### config.mk
export PLATFORM = sky130hd
export DESIGN_NAME = gcd_lcm_unit
export DESIGN_NICKNAME = d
export VERILOG_FILES = /design/src/hw/rtl/gcdlcm_pkg.sv /design/src/hw/rtl/gcdlcm_div.sv /design/src/hw/rtl/gcd_lcm_unit.sv
export SDC_FILE = /design/constraint.sdc
export NUM_CORES = 2
export LEC_CHECK = 0
export ABC_AREA = 0
export BUFFER_PORTS_ARGS = -buffer_cell sky130_fd_sc_hd__buf_2
export CORE_MARGIN = 5
export CORE_UTILIZATION = 43
export CTS_CLUSTER_DIAMETER = 120
export CTS_CLUSTER_SIZE = 8
export DETAILED_ROUTE_END_ITERATION = 12
export PLACE_DENSITY = 0.66
export SLEW_MARGIN = 30
export SYNTH_ARGS = -nofsm -noshare
export SYNTH_HDL_FRONTEND = slang
export SYNTH_SLANG_ARGS = --single-unit
export TNS_END_PERCENT = 20
### constraint.sdc
create_clock -name clk -period 19.99 [get_ports clk]
set_input_delay 2.9985 -clock clk [delete_from_list [all_inputs] [get_ports clk]]
set_output_delay 2.9985 -clock clk [all_outputs]
set_load 0.02 [all_outputs]
### src/hw/rtl/gcdlcm_pkg.sv
package gcdlcm_pkg;

  localparam int OPERAND_WIDTH_DEF = 32;
  localparam int IN_WIDTH          = 32;
  localparam int RESULT_WIDTH      = 64;

  localparam logic OP_GCD = 1'b0;
  localparam logic OP_LCM = 1'b1;

endpackage

### src/hw/rtl/gcdlcm_div.sv
module gcdlcm_div #(
  parameter int W = gcdlcm_pkg::OPERAND_WIDTH_DEF
) (
  input  logic         clk,
  input  logic         rst_n,
  input  logic         start,
  input  logic [W-1:0] dividend,
  input  logic [W-1:0] divisor,
  output logic         done,
  output logic [W-1:0] quotient,
  output logic [W-1:0] remainder
);

  localparam int CNT_W = $clog2(W);

  logic             run_r;
  logic             done_r;
  logic [CNT_W-1:0] cnt_r;
  logic [W-1:0]     rem_r;
  logic [W-1:0]     quo_r;
  logic [W-1:0]     dvs_r;

  logic [W:0]       rem_sh;
  logic [W:0]       diff;
  logic             ge;
  logic [W-1:0]     rem_nxt;
  logic [W-1:0]     quo_nxt;

  // One restoring step per cycle: shift in the next dividend bit and
  // subtract the divisor when it fits.
  always_comb begin
    rem_sh  = {rem_r, quo_r[W-1]};
    diff    = rem_sh - {1'b0, dvs_r};
    ge      = !diff[W];
    rem_nxt = ge ? diff[W-1:0] : rem_sh[W-1:0];
    quo_nxt = {quo_r[W-2:0], ge};
  end

  always_ff @(posedge clk) begin
    if (!rst_n) begin
      run_r  <= 1'b0;
      done_r <= 1'b0;
    end else begin
      done_r <= 1'b0;
      if (start) begin
        run_r <= 1'b1;
      end else if (run_r && cnt_r == '0) begin
        run_r  <= 1'b0;
        done_r <= 1'b1;
      end
    end
  end

  always_ff @(posedge clk) begin
    if (start) begin
      cnt_r <= CNT_W'(W - 1);
      rem_r <= '0;
      quo_r <= dividend;
      dvs_r <= divisor;
    end else if (run_r) begin
      cnt_r <= cnt_r - 1'b1;
      rem_r <= rem_nxt;
      quo_r <= quo_nxt;
    end
  end

  assign done      = done_r;
  assign quotient  = quo_r;
  assign remainder = rem_r;

endmodule

### src/hw/rtl/gcd_lcm_unit.sv
// Channel   Transfer condition     Ports
// input     start && !busy         in_op, in_operand_a, in_operand_b
// result    out_valid (1 cycle)    out_result
//
// Each Euclidean step is one pass through the sequencing state plus one divider run,
// and the LCM adds one division and one multiply state after the GCD is found.
// Reset is synchronous and active low; busy is high from the transfer until the
// result cycle. The receiver cannot stall: the result is shown for one cycle.
module gcd_lcm_unit #(
  parameter int OPERAND_WIDTH = gcdlcm_pkg::OPERAND_WIDTH_DEF
) (
  input  logic                                clk,
  input  logic                                rst_n,
  input  logic                                start,
  output logic                                busy,
  input  logic                                in_op,
  input  logic [gcdlcm_pkg::IN_WIDTH-1:0]     in_operand_a,
  input  logic [gcdlcm_pkg::IN_WIDTH-1:0]     in_operand_b,
  output logic                                out_valid,
  output logic [gcdlcm_pkg::RESULT_WIDTH-1:0] out_result
);

  import gcdlcm_pkg::*;

  localparam int W      = OPERAND_WIDTH;
  localparam int PROD_W = 2 * OPERAND_WIDTH;

  typedef enum logic [2:0] {
    S_IDLE,
    S_LOOP,
    S_MOD,
    S_QUO,
    S_MUL
  } state_t;

  state_t                  state_r;
  logic                    op_r;
  logic [W-1:0]            a_r;
  logic [W-1:0]            b_r;
  logic [W-1:0]            orig_a_r;
  logic [W-1:0]            orig_b_r;
  logic                    out_valid_r;
  logic [RESULT_WIDTH-1:0] out_result_r;

  logic                    gcd_found;
  logic                    lcm_zero;
  logic                    div_start;
  logic [W-1:0]            div_dividend;
  logic [W-1:0]            div_divisor;
  logic                    div_done;
  logic [W-1:0]            div_quo;
  logic [W-1:0]            div_rem;
  logic [PROD_W-1:0]       product;

  always_comb begin
    gcd_found    = (b_r == '0);
    lcm_zero     = (orig_a_r == '0) || (orig_b_r == '0);
    div_start    = (state_r == S_LOOP) && (!gcd_found || (op_r == OP_LCM && !lcm_zero));
    div_dividend = gcd_found ? orig_a_r : a_r;
    div_divisor  = gcd_found ? a_r : b_r;
    product      = PROD_W'(div_quo) * PROD_W'(orig_b_r);
  end

  gcdlcm_div #(
    .W (W)
  ) u_div (
    .clk       (clk),
    .rst_n     (rst_n),
    .start     (div_start),
    .dividend  (div_dividend),
    .divisor   (div_divisor),
    .done      (div_done),
    .quotient  (div_quo),
    .remainder (div_rem)
  );

  always_ff @(posedge clk) begin
    if (!rst_n) begin
      state_r     <= S_IDLE;
      out_valid_r <= 1'b0;
    end else begin
      out_valid_r <= 1'b0;
      unique case (state_r)
        S_IDLE: begin
          if (start) begin
            op_r     <= in_op;
            a_r      <= in_operand_a[W-1:0];
            b_r      <= in_operand_b[W-1:0];
            orig_a_r <= in_operand_a[W-1:0];
            orig_b_r <= in_operand_b[W-1:0];
            state_r  <= S_LOOP;
          end
        end
        S_LOOP: begin
          if (!gcd_found) begin
            state_r <= S_MOD;
          end else if (op_r == OP_GCD) begin
            out_result_r <= RESULT_WIDTH'(a_r);
            out_valid_r  <= 1'b1;
            state_r      <= S_IDLE;
          end else if (lcm_zero) begin
            out_result_r <= '0;
            out_valid_r  <= 1'b1;
            state_r      <= S_IDLE;
          end else begin
            state_r <= S_QUO;
          end
        end
        S_MOD: begin
          if (div_done) begin
            a_r     <= b_r;
            b_r     <= div_rem;
            state_r <= S_LOOP;
          end
        end
        S_QUO: begin
          if (div_done) begin
            state_r <= S_MUL;
          end
        end
        S_MUL: begin
          out_result_r <= RESULT_WIDTH'(product);
          out_valid_r  <= 1'b1;
          state_r      <= S_IDLE;
        end
        default: state_r <= S_IDLE;
      endcase
    end
  end

  assign busy       = (state_r != S_IDLE);
  assign out_valid  = out_valid_r;
  assign out_result = out_result_r;

  a_result_when_idle: assert property (@(posedge clk) disable iff (!rst_n)
    out_valid |-> !busy)
    else $error("result strobe while the sequencer is still busy");

  a_result_after_work: assert property (@(posedge clk) disable iff (!rst_n)
    out_valid |-> $past(busy))
    else $error("result strobe without an item in progress");

  a_accept_goes_busy: assert property (@(posedge clk) disable iff (!rst_n)
    (start && !busy) |=> busy)
    else $error("accepted transfer did not start the sequencer");

  a_div_done_waited: assert property (@(posedge clk) disable iff (!rst_n)
    div_done |-> (state_r == S_MOD || state_r == S_QUO))
    else $error("divider finished while the sequencer was not waiting");

endmodule

==> results.md <==
- Num ports: roughly 130
- Crit Path Max Fanout: 24
- Yosys reg bits: 300
- Fillcell total: 10400
- Worst path slowest cell: edfxtp_1
- DRC violations left: 0
- Crit path cell chain: buf_4 -> and2_1 -> fa_1 -> fa_1 -> inv_1 -> fa_1 -> fa_1 -> inv_1 -> fa_1 -> fa_1 -> fa_1 -> fa_1 -> ha_1 -> nand2_1 -> nor4_1 -> o21ai_0 -> a31oi_1 -> nor3b_1 -> o22ai_1 -> o41ai_2 -> o41ai_1 -> mux2i_1
- Setup CP Type: flip-flop to flip-flop
- Least-Margin Pin Slew: around 1.1 ns
- Initial antenna violation count: 12
- Final Cycle Share: a little under half
- Largest net degree at the start of global routing: 71
- Port Buffers: between 100 and 150
- First-pass DRT Iterations: 6
- Clock skew: 0.0528 ns
- Die height: 342 um
- Die area: 117000 um2
- Distinct cells, synth: 80
- Tmin final: 9.05 ns
- Layout area overhead: 7.39%
- Max-slew headroom at the worst pin: ~28%
- GR Util All Layers: between 20 and 25%
- Reg clk slew, reported paths: approximately 0.06 ns
- Outcome: completed
- Clock latency on the worst-skew pair: just over 0.6 ns
- CTS tree: yes
- CP startpoint kind: flip-flop
- Number of synthesized flops with an enable pin: 257
- Hold WS: a little under 0.5 ns
- # setup viols final: 0
- Data required time of the worst path: around 20 ns
- Via count: roughly 34000
- Setup bufs post-CTS: 0
- Global placement routability congestion: ~0.90
- Dpl cells: about 6300
- CP Capture Type: flip-flop
- Final Hold Vio Count: 0
- RSZ-0062 raised after global routing: false
- Gate Count Post-Synth: about 4900
- DP Area: slightly below 50000 um2
- Die X: about 340 um
- CORE AREA: 110000 um2
- Post_cts resized: 0
- Syn nets: a little over 6000
- Dpl hpwl: 101 mm
- Max frequency: roughly 0.11 GHz
- FF+latch area: 8580 um2
- WL/cell: 20.5 um
- Antenna viol nets, final: 0
- First-pass GRT wire length: between 200 and 250 mm
- Max_cap viols: 0
- Final Cell Area: about 51000 um2
- Nets: approximately 6100
- Post-CTS Hold Buffers: 0
- Mapped cell area: ~48000 um2
- Post-synthesis average cell area: roughly 9.8 um2
- Sequential element share of the synthesized area: 18.0%
- Final non-filler cell total: around 6400
- Number of global-route vias before repair: about 36000
- Root Driver: clkbuf_16
- Most used cell, CP: fa_1
- Num Clock Sinks: 300
- Initial core utilization: around 43%
- Initial DRC Count: about 2700
- Number of CTS-inserted buffers: 45
- Clock H-tree levels: 2
- Grt ovf: 0
- Async set or reset register ratio after synthesis: 0%
- CP peak stage delay: 0.71 ns
- Layout cells sized above 1: about 7.4%
- TNS Setup: 0 ns
- Max Root-Sink Buffers: 3
- Final Max Tran Viols: 0
- Synth Flop Type: edfxtp_1
- Row cnt: ~120
- Yosys Warn Count: 0
- Via density: 5.28
- Routed Wire Length: ~130 mm
- Multi-input gate area: 34500 um2
- CP arrival: roughly 9.5 ns
- Hold Crit Class: flip-flop to flip-flop
## cell usage after synthesis, drive strengths merged, types with 33 or more instances
cell    number  area share [%]
a21o        72             1.1
a21oi      146             1.5
and2       625             8.2
clkbuf     262             2.1
dfxtp       43             1.8
edfxtp     257              16
fa         897              38
ha         296             7.8
inv        912             7.2
mux2        66             1.6
mux2i       61             1.3
nand2      536             4.2
nor2       100            0.79
o21ai      149             1.6
xnor2       52            0.96
xor2        33            0.61
## area by class of cell
cell class / count / share of cell area [%]
repair buffers: 213 / 2.50
flip-flops and latches: 300 / 16.8
multi-input cells: 3368 / 67.7
clock inverters: 6 / 0.201
well taps: 1488 / 3.65
inverters: 913 / 6.71
clock buffers: 73 / 2.45
diodes: 5 / 0.0245
## state kept, by name, indices dropped and copies added (netlist names)
register	flops
u_div.dvs_r	32
u_div.remainder	32
op_r	1
out_valid	1
u_div.quotient	32
u_div.done	1
b_r	32
out_result	64
a_r	32
orig_b_r	32
u_div.run_r	1
orig_a_r	32
u_div.cnt_r	5
state_r	3
## worst max-delay path, delay by kind of cell (launching register included)
family	cells	cell delay, ns
fa+ha+maj	9	4.55
compound gates	5	1.51
simple gates	4	1.21
flops	1	0.71
buf+inv	3	0.52
mux	1	0.32
## layout by cell type (no fill, tap or decap), drive strengths merged, types with 72 or more instances in the layout
cell type,n
a21o,72
nand2,536
buf,213
nor2,100
fa,897
inv,913
ha,296
a21oi,146
o21ai,149
and2,625
clkbuf,73
edfxtp,257
## cells by family after synthesis
family                   count (synthesis)  share of synthesized area, %
AO/OA/AOI/OAI                          503                          6.57
XOR/XNOR                                85                          1.57
adder cells (fa/ha/maj)               1193                          45.6
buffers and inverters                 1185                          9.41
flip-flops                             300                          18.0
multiplexers                           127                          2.86
AND/OR/NAND/NOR                       1460                          16.0
## worst paths after layout
path | from | end | slack, ns | cells past startpoint
worst max register to register | u_div.quotient[20] | out_result[59] | 10.94 | 22
worst max-delay path | u_div.quotient[20] | out_result[59] | 10.94 | 22
worst min-delay path | u_div.cnt_r[4] | u_div.cnt_r[4] | 0.49 | 2
worst min register to register | u_div.cnt_r[4] | u_div.cnt_r[4] | 0.49 | 2
## routing by layer
| layer | wire length, um | share of wire [%] | global-route usage, % |
|---|---|---|---|
| met5 | 21 | 0.016 | 0 |
| met3 | 11000 | 8.4 | 5.12 |
| met1 | 56000 | 43 | 31.8 |
| met4 | 4490 | 3.4 | 7.22 |
| met2 | 58700 | 45 | 36.1 |
## through the flow
stage,setup WS [ns],utilization (%)
floorplan,11.78,-
global placement,11.09,45.1
detailed placement,11.03,45.1
CTS,10.96,46.3
global route,10.50,46.3
finish,10.94,46.3
Power is not shown: default switching activity piles up to over one toggle a cycle in this logic, so the estimate is an artifact.
